[src/rnc_ram.sv]
// Generic single-port-write, single-port-read RAM with a registered read.
`timescale 1ns / 1ps

module rnc_ram #(
    parameter int WIDTH = 8,
    parameter int DEPTH = 256
) (
    input  logic                     i_clk,
    input  logic                     i_we,
    input  logic [$clog2(DEPTH)-1:0] i_waddr,
    input  logic [WIDTH-1:0]         i_wdata,
    input  logic                     i_re,
    input  logic [$clog2(DEPTH)-1:0] i_raddr,
    output logic [WIDTH-1:0]         o_rdata
);

    logic [WIDTH-1:0] r_mem [DEPTH];
    logic [WIDTH-1:0] r_rdata;

    always_ff @(posedge i_clk) begin
        if (i_we) begin
            r_mem[i_waddr] <= i_wdata;
        end
        if (i_re) begin
            r_rdata <= r_mem[i_raddr];
        end
    end

    assign o_rdata = r_rdata;

endmodule

[config.mk]
export PLATFORM = sky130hd
export DESIGN_NAME = rnc_ram
export DESIGN_NICKNAME = d
export VERILOG_FILES = /design/src/rnc_ram.sv
export SDC_FILE = /design/constraint.sdc
export NUM_CORES = 2
export LEC_CHECK = 0
export BUFFER_PORTS_ARGS = -buffer_cell sky130_fd_sc_hd__buf_2
export CORE_ASPECT_RATIO = 0.6
export CORE_UTILIZATION = 56
export CTS_BUF_LIST = sky130_fd_sc_hd__clkbuf_16
export CTS_CLUSTER_SIZE = 24
export DETAILED_ROUTE_END_ITERATION = 7
export PLACE_DENSITY = 0.72
export SLEW_MARGIN = 5
export SYNTH_ARGS = -nofsm -noshare
export SYNTH_HDL_FRONTEND = slang
export SYNTH_SLANG_ARGS = --single-unit
[constraint.sdc]
create_clock -name i_clk -period 2.85 [get_ports i_clk]
set_input_delay 0.57 -clock i_clk [delete_from_list [all_inputs] [get_ports i_clk]]
set_output_delay 0.57 -clock i_clk [all_outputs]
set_load 0.02 [all_outputs]
Word level (Yosys, flattened, before mapping)
Memories as Yosys holds them, arrays and structs flattened. A register that Yosys moved wholly into a read port is not among the register bits. Cells that the tools add are included.

Bits of input ports: 27. Memories: 1. Logic and storage cells: 3. Bits in latches: 0. Register bits after elaboration: 0. Output and inout bits: 8. RAM bits: 2048. Memory bits (read-only): 0.

Add/subtract/negate cells: 0. Div/mod/pow operators: 0. Bitwise logic cells: 0. Reduce and logical (&&, ||, !) cells: 0. $mul: 0. Order comparisons: 0. Equal/unequal tests: 0. Muxes and demuxes: 2. Shift operators: 0.

Memories: r_mem (depth 256, width 8, rd ports 1, clocked after Yosys merged registers in 1, write ports 1, line 17) `logic [WIDTH-1:0] r_mem [DEPTH];`.

Operator list (number): two-way mux 1 bit (2).

Logic depth before layout (Yosys ltp)
Word-level depth: 2. Mapped depth: 11.

Worst setup path before layout
Ideal clock, no wire load.

Path type: in2reg. Start: input port i_raddr[0]. End: register r_rdata[2] (netlist: o_rdata[2]) (read register of r_mem), data pin. Setup time: 269 ps. Slack: 204 ps. Cell stages on the path: 9. Arrival time: 2377 ps. Buffers on the path: 4. Path through: buf_6 -> buf_12 -> buf_8 -> buf_2 -> mux4_2 -> a22oi_1 -> a21oi_1 -> nor4_1 -> nor4_2.

RTL lines: from (decl) (line 13) `input logic [$clog2(DEPTH)-1:0] i_raddr,`; to (decl) (line 18) `logic [WIDTH-1:0] r_rdata;`.

==> results.yml <==
clocking:
  cts-root-buf: "clkbuf_16"
  cts_tree: "yes"
  cts_buffer_depth: 3
  clk_pin_slew_ns: 0.07
  cts-buffers-inserted: 172
  clk_latency_ns: 0.80
  htreeDepth: 4
  holdBufCountCts: 0
  cts_num_sinks: 2056
placed_design:
  dp_hpwl_um: 135800
  globalplace.congestion: 0.9054
  port_buffers: 34
  placed_cell_area_mm2: 0.08696
sta:
  fmax_ghz: 0.3512
  fin_crit_sh_pct: 99.92
  fin_skew_ns: 0.02271
  finalSetupViolations: 0
  final_hold_viol_count: 0
  drv_slew: 0
  worst_slew_pin_slew_ns: 0.8608
  slew_headroom_pct: 42.61
  rsz0062_at_grt: "no"
  min_period_ns: 2.848
synth:
  synth_mux_area_share_pct: 14.60
  syn_nets: 3760
  ys.flop_type: "edfxtp_1"
  synthDistinctLibCells: 54
  yosys.area_share.xor_xnor_pct: 0
  synth_top_family_by_area: "multiplexers"
  async_flop_share_pct: 0
  netlist_area_mm2: 0.07964
  synthTopCellsByArea: "edfxtp_1 (78%), mux4_2 (13%), mux2i_1 (1.7%)"
  synth_compound_area_share_pct: 3.416
  yosys-top-cells-count: "edfxtp_1 (2056), mux4_2 (454), nor2_1 (282)"
  synth_area_per_cell_um2: 21.33
  synth-seq-cells: 2056
  yosysMostFrequentCell: "edfxtp_1"
  yosys.area.top_type: "edfxtp_1"
  synth_top_area_share_pct: 77.53
  yosysSeqAreaShare_pct: 77.53
  yosys.area_share.simple_pct: 2.625
  yosysWarnings: 0
  synth_fa_ha_area_share_pct: 0
  syn_inst: 3733
  synth_edf_count: 2056
global_route:
  overflow: 0
  grt_pass1_vias: 41290
  grt_usage_pct: 29.69
  grt_pass1_wl_um: 299100
  grt_antenna_before_repair: 18
  grt_max_degree: 104
hold_path:
  holdPathStages: 1
  hold_path.class: "in -> reg"
floorplan:
  core-area_mm2: 0.1402
  floorplan.initialDensity_pct: 56.81
  fp.dieW_um: 488.8
  die-area_mm2: 0.1438
  die_h_um: 294.1
  io_pins: 35
  rows: 106
critical_path:
  crit_fanout: 14
  reg2reg_depth: 7
  cp-start-kind: "input pin"
  endpoint_kind: "register"
  cp.required_ns: 3.39
  cp.arrival_ns: 3.39
  criticalPathCategory: "in -> reg"
route:
  drt-pass1-iter-count: 6
  postRouteAntennaNets: 0
  vias: 42801
  drt-vias-per-instance: 6.662
  drt-initial-drc-count: 6710
  detail_route.wl_per_cell_um: 32.60
  drc: 0
  wl_um: 209400
run:
  max_cap_viol_count: 0
status:
  outcome: "completed"
power:
  vdd_ir_drop_max_mv: 0.6023
  powerDensity_mw_per_mm2: 654.5
  p_leak_nw: 30.18
  power_mw: 60.70
layout:
  fillers: 8781
  multi_input_area_mm2: 0.01656
  final_cell_area_mm2: 0.09273
  drive_above_1_share_pct: 31.82
  regArea_mm2: 0.06174
  nNetsFinal: 4411
  area_growth_pct: 16.45
-- final cells by class --
class / instances / area share (%)
multi-input combinational: 1442 / 17.85
sequential: 2056 / 66.58
clock inverter: 141 / 1.307
timing repair buffer: 710 / 6.908
tap: 1890 / 2.550
antenna: 7 / 0.01889
clock buffer: 177 / 4.776
inverter: 2 / 0.008095
-- report_power, final --
part	switching, mW	internal, mW	total [mW]	leakage, nW
logic	2.18	1.40	3.58	8.80
registers	0.0521	33.3	33.4	18.5
clock network	10.8	13.0	23.7	2.90
total	13.0	47.7	60.7	30.2
-- routing by layer --
metal	track usage (%)	wire length (um)	vias to the layer above
met3	10.56	33640	325
met2	39.87	87280	3331
li1	-	-	17006
met4	7.634	4862	10
met5	0	60	-
met1	46.18	83580	22129
-- metrics by stage --
stage,setup TNS [ns],hold slack [ns],setup WS (ns),utilization [%],instances
floorplan,0,0.6689,0.2039,-,3733
global placement,-7.955,0.9210,-1.366,62.01,6094
detailed placement,-6.004,0.9316,-1.123,62.03,6096
CTS,0,0.08122,0.04239,66.06,6414
global route,0,0.1163,0.01564,66.14,6421
finish,0,0.1112,0.002266,66.15,6425
-- repair_timing --
| action | CTS | global route |
|---|---|---|
| setup endpoints to repair | 3 | 4 |
| pin swaps | 0 | 1 |
| buffers inserted | 0 | 4 |
| cloned | 0 | 0 |
| gates resized for setup | 3 | 11 |
-- worst max-delay path, stage by stage --
cell and delay, ns:
buf_8 0.16, buf_16 0.18, buf_16 0.19, mux4_2 0.60, mux4_2 0.51, nor2_2 0.11
a2111oi_1 0.08, nor3_2 0.64, buf_4 0.23, nor4_2 0.04
-- placed cells by master (no fill, tap or decap), drive strengths merged, types with 33 or more instances in the layout --
| cell type | synthesis | layout |
|---|---|---|
| nor2 | 282 | 282 |
| edfxtp | 2056 | 2056 |
| inv | 1 | 42 |
| mux4 | 456 | 456 |
| clkbuf | 111 | 184 |
| a21oi | 96 | 96 |
| o221ai | 47 | 47 |
| clkinv | 1 | 78 |
| a22oi | 133 | 133 |
| mux2i | 134 | 134 |
| nand3 | 34 | 34 |
| buf | 122 | 703 |
| nand2 | 33 | 33 |
-- flip-flops by register name, summed over array words and instances (netlist names) --
signal	count
r_mem	2048
o_rdata	8
-- path summary, 6_finish.rpt --
check | start | to | slack, ns
max | i_raddr[0] | o_rdata[0] | 0.002
min | i_wdata[0] | r_mem[11][0] | 0.11
min reg2reg | r_mem[40][3] | o_rdata[3] | 1.25
max reg2reg | r_mem[132][0] | o_rdata[0] | 0.02
-- cells by family after synthesis --
kind of cell,after synthesis
DFF,2056
muxes,591
and+or+nand+nor,466
AOI/OAI and AO/OA,385
buffers and inverters,235
Note: power is estimated with default switching activity, not from simulation.
