--- src/rnc_pkg.sv ---
// Package for the radius neighbour classifier: item types, constants and shared structs.
`timescale 1ns / 1ps

package rnc_pkg;

    localparam int ENTRIES_DEF      = 256;
    localparam int FEATURE_BITS_DEF = 16;

    localparam int FIELD_W  = 16;
    localparam int INDEX_W  = 8;
    localparam int LABEL_W  = 8;
    localparam int RADIUS_W = 16;
    localparam int COUNT_W  = 9;
    localparam int CFG_IDX_W  = 2;
    localparam int CFG_DATA_W = 16;

    localparam logic [RADIUS_W-1:0] RADIUS_RESET = 16'd4915;
    localparam logic [COUNT_W-1:0]  COUNT_RESET  = 9'd0;

    localparam logic [CFG_IDX_W-1:0] CFG_SEARCH_RADIUS = 2'd0;
    localparam logic [CFG_IDX_W-1:0] CFG_ENTRY_COUNT   = 2'd1;

    localparam logic KIND_WRITE = 1'b0;
    localparam logic KIND_QUERY = 1'b1;

    typedef struct packed {
        logic               kind;
        logic [INDEX_W-1:0] entry_index;
        logic [FIELD_W-1:0] hue;
        logic [FIELD_W-1:0] saturation;
        logic [FIELD_W-1:0] brightness;
        logic [FIELD_W-1:0] size_x;
        logic [FIELD_W-1:0] size_y;
        logic [FIELD_W-1:0] size_z;
        logic [LABEL_W-1:0] label_in;
    } t_item_in;

    typedef struct packed {
        logic [LABEL_W-1:0] label_out;
        logic               found;
    } t_item_out;

    typedef struct packed {
        logic valid;
        logic clear;
    } t_scan_ctl;

    typedef struct packed {
        logic               idle;
        logic               found;
        logic [LABEL_W-1:0] label;
    } t_scan_stat;

endpackage

--- src/rnc_datapath.sv ---
// Scan pipeline: distance terms, radius test and best-entry selection.
`timescale 1ns / 1ps

module rnc_datapath
    import rnc_pkg::*;
#(
    parameter int FEATURE_BITS = FEATURE_BITS_DEF
) (
    input  logic                            i_clk,
    input  logic                            i_rst_n,
    input  t_scan_ctl                       i_ctl,
    input  t_item_in                        i_item,
    input  logic [RADIUS_W-1:0]             i_radius,
    input  logic [6*FEATURE_BITS+LABEL_W-1:0] i_rd_data,
    output t_scan_stat                      o_stat
);

    localparam int FB = FEATURE_BITS;
    localparam int SQ_W = 2 * FB;
    localparam int D2_W = 2 * FB + 2;
    localparam int SS_W = FB + 2;
    localparam int R2_W = 2 * RADIUS_W;
    localparam int CMP_W = (D2_W > R2_W) ? D2_W : R2_W;

    function automatic logic [FB-1:0] abs_diff(input logic [FB-1:0] a, input logic [FB-1:0] b);
        abs_diff = (a >= b) ? (a - b) : (b - a);
    endfunction

    logic [FB-1:0]      r_qc [3];
    logic [FB-1:0]      r_qs [3];
    logic [R2_W-1:0]    r_r2;

    logic               r_v1, r_v2, r_v3, r_v4;
    logic [FB-1:0]      r_cd [3];
    logic [FB-1:0]      r_sd [3];
    logic [LABEL_W-1:0] r_lab2, r_lab3, r_lab4;
    logic [SQ_W-1:0]    r_sq [3];
    logic [SS_W-1:0]    r_ss3, r_ss4;
    logic [D2_W-1:0]    r_d2;
    logic               r_in;

    logic               r_have;
    logic [SS_W-1:0]    r_best_ss;
    logic [D2_W-1:0]    r_best_d2;
    logic [LABEL_W-1:0] r_best_lab;

    logic [FB-1:0]      e_c [3];
    logic [FB-1:0]      e_s [3];
    logic [LABEL_W-1:0] e_lab;
    logic [D2_W-1:0]    n_d2;
    logic               n_better;

    always_comb begin
        for (int k = 0; k < 3; k++) begin
            e_c[k] = i_rd_data[k*FB +: FB];
            e_s[k] = i_rd_data[(k+3)*FB +: FB];
        end
        e_lab = i_rd_data[6*FB +: LABEL_W];
        n_d2 = D2_W'(r_sq[0]) + D2_W'(r_sq[1]) + D2_W'(r_sq[2]);
        n_better = !r_have || (r_ss4 < r_best_ss) ||
                   ((r_ss4 == r_best_ss) && (r_d2 < r_best_d2));
    end

    always_ff @(posedge i_clk) begin
        if (!i_rst_n) begin
            r_v1   <= 1'b0;
            r_v2   <= 1'b0;
            r_v3   <= 1'b0;
            r_v4   <= 1'b0;
            r_have <= 1'b0;
        end else begin
            r_v1 <= i_ctl.valid;
            r_v2 <= r_v1;
            r_v3 <= r_v2;
            r_v4 <= r_v3;
            if (i_ctl.clear) begin
                r_have <= 1'b0;
            end else if (r_v4 && r_in && n_better) begin
                r_have <= 1'b1;
            end
        end
    end

    always_ff @(posedge i_clk) begin
        if (i_ctl.clear) begin
            r_qc[0] <= FB'(i_item.hue);
            r_qc[1] <= FB'(i_item.saturation);
            r_qc[2] <= FB'(i_item.brightness);
            r_qs[0] <= FB'(i_item.size_x);
            r_qs[1] <= FB'(i_item.size_y);
            r_qs[2] <= FB'(i_item.size_z);
            r_r2    <= i_radius * i_radius;
        end
        for (int k = 0; k < 3; k++) begin
            r_cd[k] <= abs_diff(r_qc[k], e_c[k]);
            r_sd[k] <= abs_diff(r_qs[k], e_s[k]);
            r_sq[k] <= r_cd[k] * r_cd[k];
        end
        r_lab2 <= e_lab;
        r_ss3  <= SS_W'(r_sd[0]) + SS_W'(r_sd[1]) + SS_W'(r_sd[2]);
        r_lab3 <= r_lab2;
        r_d2   <= n_d2;
        r_in   <= CMP_W'(n_d2) <= CMP_W'(r_r2);
        r_ss4  <= r_ss3;
        r_lab4 <= r_lab3;
        if (r_v4 && r_in && n_better) begin
            r_best_ss  <= r_ss4;
            r_best_d2  <= r_d2;
            r_best_lab <= r_lab4;
        end
    end

    assign o_stat.idle  = !(i_ctl.valid || r_v1 || r_v2 || r_v3 || r_v4);
    assign o_stat.found = r_have;
    assign o_stat.label = r_have ? r_best_lab : '0;

endmodule

--- config.mk ---
export PLATFORM = sky130hd
export DESIGN_NAME = rnc_datapath
export DESIGN_NICKNAME = d
export VERILOG_FILES = /design/src/rnc_pkg.sv /design/src/rnc_datapath.sv
export SDC_FILE = /design/constraint.sdc
export NUM_CORES = 2
export LEC_CHECK = 0
export ABC_AREA = 1
export BUFFER_PORTS_ARGS = -buffer_cell sky130_fd_sc_hd__buf_2
export CELL_PAD_IN_SITES_DETAIL_PLACEMENT = 0
export CELL_PAD_IN_SITES_GLOBAL_PLACEMENT = 1
export CORE_ASPECT_RATIO = 0.9
export CORE_MARGIN = 4
export CORE_UTILIZATION = 40
export CTS_BUF_LIST = sky130_fd_sc_hd__clkbuf_2 sky130_fd_sc_hd__clkbuf_4 sky130_fd_sc_hd__clkbuf_8
export DETAILED_ROUTE_END_ITERATION = 8
export PLACE_DENSITY_LB_ADDON = 0.1
export SYNTH_ARGS = -nofsm -noshare
export SYNTH_HDL_FRONTEND = slang
export SYNTH_SLANG_ARGS = --single-unit
--- constraint.sdc ---
create_clock -name i_clk -period 10.05 [get_ports i_clk]
set_clock_uncertainty 0.1 [all_clocks]
set_input_delay 0.5025 -clock i_clk [delete_from_list [all_inputs] [get_ports i_clk]]
set_output_delay 0.5025 -clock i_clk [all_outputs]
set_load 0.02 [all_outputs]
== Word-level counts from Yosys, hierarchy flattened ==
Memories as Yosys holds them, arrays and structs flattened.
Cells that the tools add are included.

* Equality and inequality tests: 1
* Multiplexer cells: 9
* $mul: 4
* Reduce and logical (&&, ||, !) cells: 12
* $lt $le $gt $ge: 9
* $add $sub $neg: 16
* Bitwise gates (word level): 1

{| class="wikitable"
|+ Operators by type and width
! kind !! number
|-
| $sub 16x16->16 || 12
|-
| $mul 16x16->32 || 4
|-
| $ge 16x16->1 || 6
|-
| $mux 16 || 6
|-
| $add 33x32->34 || 1
|-
| $le 34x32->1 || 1
|-
| $lt 34x34->1 || 1
|-
| $add 32x32->33 || 1
|-
| $add 17x16->18 || 1
|-
| $eq 18x18->1 || 1
|-
| $lt 18x18->1 || 1
|-
| $add 16x16->17 || 1
|-
| $mux 8 || 1
|-
| $logic_or 1x1->1 || 6
|-
| $logic_and 1x1->1 || 3
|-
| $logic_not 1->1 || 2
|-
| $mux 1 || 2
|-
| $reduce_or 2->1 || 1
|-
| $not 1->1 || 1
|}

* Memories kept: 5
* Logic and storage cells: 73
* Bits in registers: 192
* Bits of input ports: 237
* Output and inout port bits: 10
* RAM bits: 288

{| class="wikitable"
|+ Memories
! memory !! depth !! bits a word !! rd ports !! clocked after memory_dff !! write ports !! line !! text
|-
| r_sq || 3 || 32 || 3 || 0 || 3 || rnc_datapath.sv:37 || <nowiki>logic [SQ_W-1:0] r_sq [3];</nowiki>
|-
| r_cd || 3 || 16 || 3 || 0 || 3 || rnc_datapath.sv:34 || <nowiki>logic [FB-1:0] r_cd [3];</nowiki>
|-
| r_qc || 3 || 16 || 3 || 0 || 3 || rnc_datapath.sv:29 || <nowiki>logic [FB-1:0] r_qc [3];</nowiki>
|-
| r_qs || 3 || 16 || 3 || 0 || 3 || rnc_datapath.sv:30 || <nowiki>logic [FB-1:0] r_qs [3];</nowiki>
|-
| r_sd || 3 || 16 || 3 || 0 || 3 || rnc_datapath.sv:35 || <nowiki>logic [FB-1:0] r_sd [3];</nowiki>
|}

== Logic depth before layout (Yosys ltp) ==
* Word-level depth: 5
* Gate-level depth with buffers: 27
* Gate-level depth less buffers: 25

== Least setup slack after synthesis ==
OpenSTA, ideal clock, no wires.

* Path kind: input -> register
* From: input port i_radius[5]
* To: register r_r2[31] (data pin)
* Stages on the path: 23
* Path slack: 4.268 ns
* Library setup time: 0.260 ns
* Path buffers: 2
* Data arrival time: 5.423 ns
* Cells stage by stage: clkbuf_1 -> clkbuf_1 -> nand2_1 -> inv_1 -> fa_1 -> inv_1 -> fa_1 -> fa_1 -> inv_1 -> fa_1 -> fa_1 -> inv_1 -> fa_1 -> inv_1 -> ha_1 -> a21oi_1 -> inv_1 -> a21oi_1 -> a21boi_1 -> inv_1 -> nand2_1 -> o211ai_1 -> xnor2_1

* Longest elaborated chain between the ends: 1

{| class="wikitable"
|+ Ends and longest elaborated chain
! element !! line !! text
|-
| from (decl) || rnc_datapath.sv:13 || <nowiki>input logic [RADIUS_W-1:0] i_radius,</nowiki>
|-
| $mul 16x16->32 || rnc_datapath.sv:92 || <nowiki>r_r2 <= i_radius * i_radius;</nowiki>
|-
| to (signal assigned) || rnc_datapath.sv:92 ||
|-
| to (decl) || rnc_datapath.sv:31 || <nowiki>logic [R2_W-1:0] r_r2;</nowiki>
|}

Every way passes these cells.
A chain may end at the register's enable or synchronous reset.

==> results.md <==
- Worst hold start: i_rd_data[17]
- CTS tree: yes
- Placer Congestion: 0.897
- Main synth FF type: dfxtp_1
- CTS sink count: 476
- Worst reg-to-reg path cell count: 19
- DRT iter0 DRCs: 1974
- Tot GR Track Use: 0.192
- Status: finished clean
- Share of the yosys chip area belonging to registers: 0.202
- Number of buffers created by CTS: 92
- Crit Path Max Fanout: 17
- Share of cells above drive strength 1: 0.0694
- Synth Warn #: 0
- Worst skew pair latency: 0.77 ns
- Initial antenna violation count: 4
- Vias: 42.0k
- Dominant cell type by area after synthesis: fa_1
- Fillers: 14.2k
- Max frequency: 0.154 GHz
- Slew headroom: 0.351
- Hold path cells: 3
- Cells after synthesis: 6700
- Dpl hpwl: 114000 um
- Total Wirelength: 137000 um
- Hold Crit Class: in2reg
- Setup bufs post-CTS: 0
- H-tree Lvls: 3
- Global-route wire length before repair: 230000 um
- Port Buf Inserts: 229
- Hold Vio Cnt, Final: 0
- Via/cell ratio: 4.71
- Worst-path clk slew: 0.06 ns
- Avg Inst Size Synth: 8.42 um^2
- CTS max path bufs: 3
- Reg-to-Reg End: r_sq[0][63]
- Chip Height: 364 um
- Antenna Nets Post-Route: 0
- DIE AREA: 147000 um^2
- Hold_buf cts: 121
- DRC violations left: 0
- Root buf cell: clkbuf_8
- Setup ws final: 3.57 ns
- Final net count: 8647
- RSZ-0062 raised after global routing: no
- DP Worst Slack: 3.61 ns
- DR WL/cell: 15.4 um
- Final setup fails: 0
- Worst r2r src: r_cd[0][27]
- Yosys reg bits: 476
- Ys async rst share: 0
- R2R Setup Slk: 3.57 ns
- Shortest period the worst path allows: 6.48 ns
- Max Cap Viol: 0
- Pins over their slew limit: 0
- Final period utilization: 0.645
- Worst EP required: 10.54 ns
- Share of the synthesized area in the top cell type: 0.252
- DP Cell Count: 8619
- CP Launch Type: register
- I/O pin cnt: 247
- Number of synthesized flops with an enable pin: 187
- Hold slack: 0.0799 ns
- Critical Path AT: 6.97 ns
- Placement Rows: 130
- Total gr overflow: 0
- Final TNS setup: 0 ns
- Synth top area cells: fa_1, ha_1, inv_1
- Largest net degree at the start of global routing: 61
- Area Growth Syn to Fin: 10.9%
- Worst setup EP type: register
- Slew @ Worst Pin: 0.973 ns
- Synthesized area: 56400 um^2
- Core area: 140000 um^2
- Post-cts repair resize count: 0
- Initial Util: 0.403
- DR pass1 iterations: 5
- Crit path kind: reg2reg
- Die X: 404 um
- WHS Endpoint: r_cd[0][17]
- Vias in the first global route: 44.3k
- Count of cell types in the netlist: 60
- Final non-filler cell total: 8917
[cells in the mapped netlist (all sizes together) (33+ instances only)]
cell type,count
a21o,51
a21oi,378
buf,33
clkbuf,131
dfxtp,289
edfxtp,187
fa,711
ha,713
inv,1686
nand2,1282
nand3,100
nand4,37
nor2,306
nor3,53
o21ai,254
xnor2,78
xor2,221
[stage by stage]
stage                      util  area (um^2)
after floorplan               -        56400
after global placement    0.423        59200
after detailed placement  0.423        59200
after CTS                 0.447        62600
after global routing      0.447        62600
final                     0.447        62600
[cell usage in the layout, fill, tap and decap left out, types with 14 or more instances in the layout]
cell type      count
xnor2_1           78
nand3_1           95
edfxtp_1         187
nand4_1           37
nand2_1         1269
nor2_1           303
o211ai_1          22
inv_1           1675
o21a_1            14
clkinv_2          15
a31oi_1           24
o21bai_1          24
buf_2            228
xor2_1           221
dfxtp_1          289
o21ai_0          214
clkbuf_8         113
dlygate4sd3_1    121
a21oi_1          365
nor3_1            47
o21ai_1           31
ha_1             713
fa_1             711
a21o_1            51
clkbuf_4          23
[layer usage]
metal,up-vias,track usage,routed length (um)
li1,21100,-,-
met1,20200,0.267,65800
met2,613,0.320,63600
met3,142,0.0258,5020
met4,0,0.0463,2960
met5,-,0,0
[state kept, by name (all words and copies together) (netlist names), 31 cells and up]
| register | cells |
|---|---|
| r_d2 | 34 |
| r_cd | 48 |
| r_r2 | 31 |
| r_sq | 93 |
| r_sd | 48 |
| r_best_d2 | 34 |
| r_qc | 48 |
| r_qs | 48 |
[kinds of logic after synthesis]
logic type	count (synthesis)	share of synthesized area
other	2	0.000133
muxes	6	0.00106
adders and majority gates	1424	0.411
DFF	476	0.202
xor gates and xnor gates	299	0.0464
buffers and inverters	1850	0.125
AOI/OAI and AO/OA	834	0.0853
and+or+nand+nor	1809	0.129
[final cells by class]
type / count / area [um^2] / share of cell area
Clock inverter: 37 / 430 / 0.00688
Tap cell: 1848 / 2310 / 0.0370
Multi-Input combinational cell: 4375 / 38000 / 0.607
Inverter: 1686 / 6330 / 0.101
Sequential cell: 476 / 11400 / 0.182
Clock buffer: 136 / 1730 / 0.0276
Antenna cell: 4 / 10.0 / 0.000160
Timing Repair Buffer: 355 / 2400 / 0.0384
[how the worst max path moves through the flow]
stage,startpoint,end,slack (ns),cells after the start
2_1_floorplan,i_radius[5],r_r2[31],4.27,23
3_3_place_gp,r_cd[0][27],r_sq[0][63],3.61,19
3_5_place_dp,r_cd[0][27],r_sq[0][63],3.61,19
4_1_cts,r_cd[0][27],r_sq[0][63],3.58,19
5_1_grt,r_cd[0][27],r_sq[0][63],3.12,19
6_report,r_cd[0][27],r_sq[0][63],3.57,19
[worst max-delay path, cell delays in order, from the launching register on]
cell and delay (ns):
dfxtp_1 0.94, nand2_1 0.26, fa_1 0.57, fa_1 0.57, inv_1 0.06, fa_1 0.49, fa_1 0.54, fa_1 0.50
inv_1 0.05, fa_1 0.48, inv_1 0.04, ha_1 0.37, nand2_1 0.14, inv_1 0.06, a21oi_1 0.15, nand2_1 0.07
nand2_1 0.05, nand3_1 0.16, a31oi_1 0.21, xor2_1 0.51
Power is left out: the tool's default activity adds up to more than one toggle a clock period on the data nets, which glitch-free logic cannot reach.
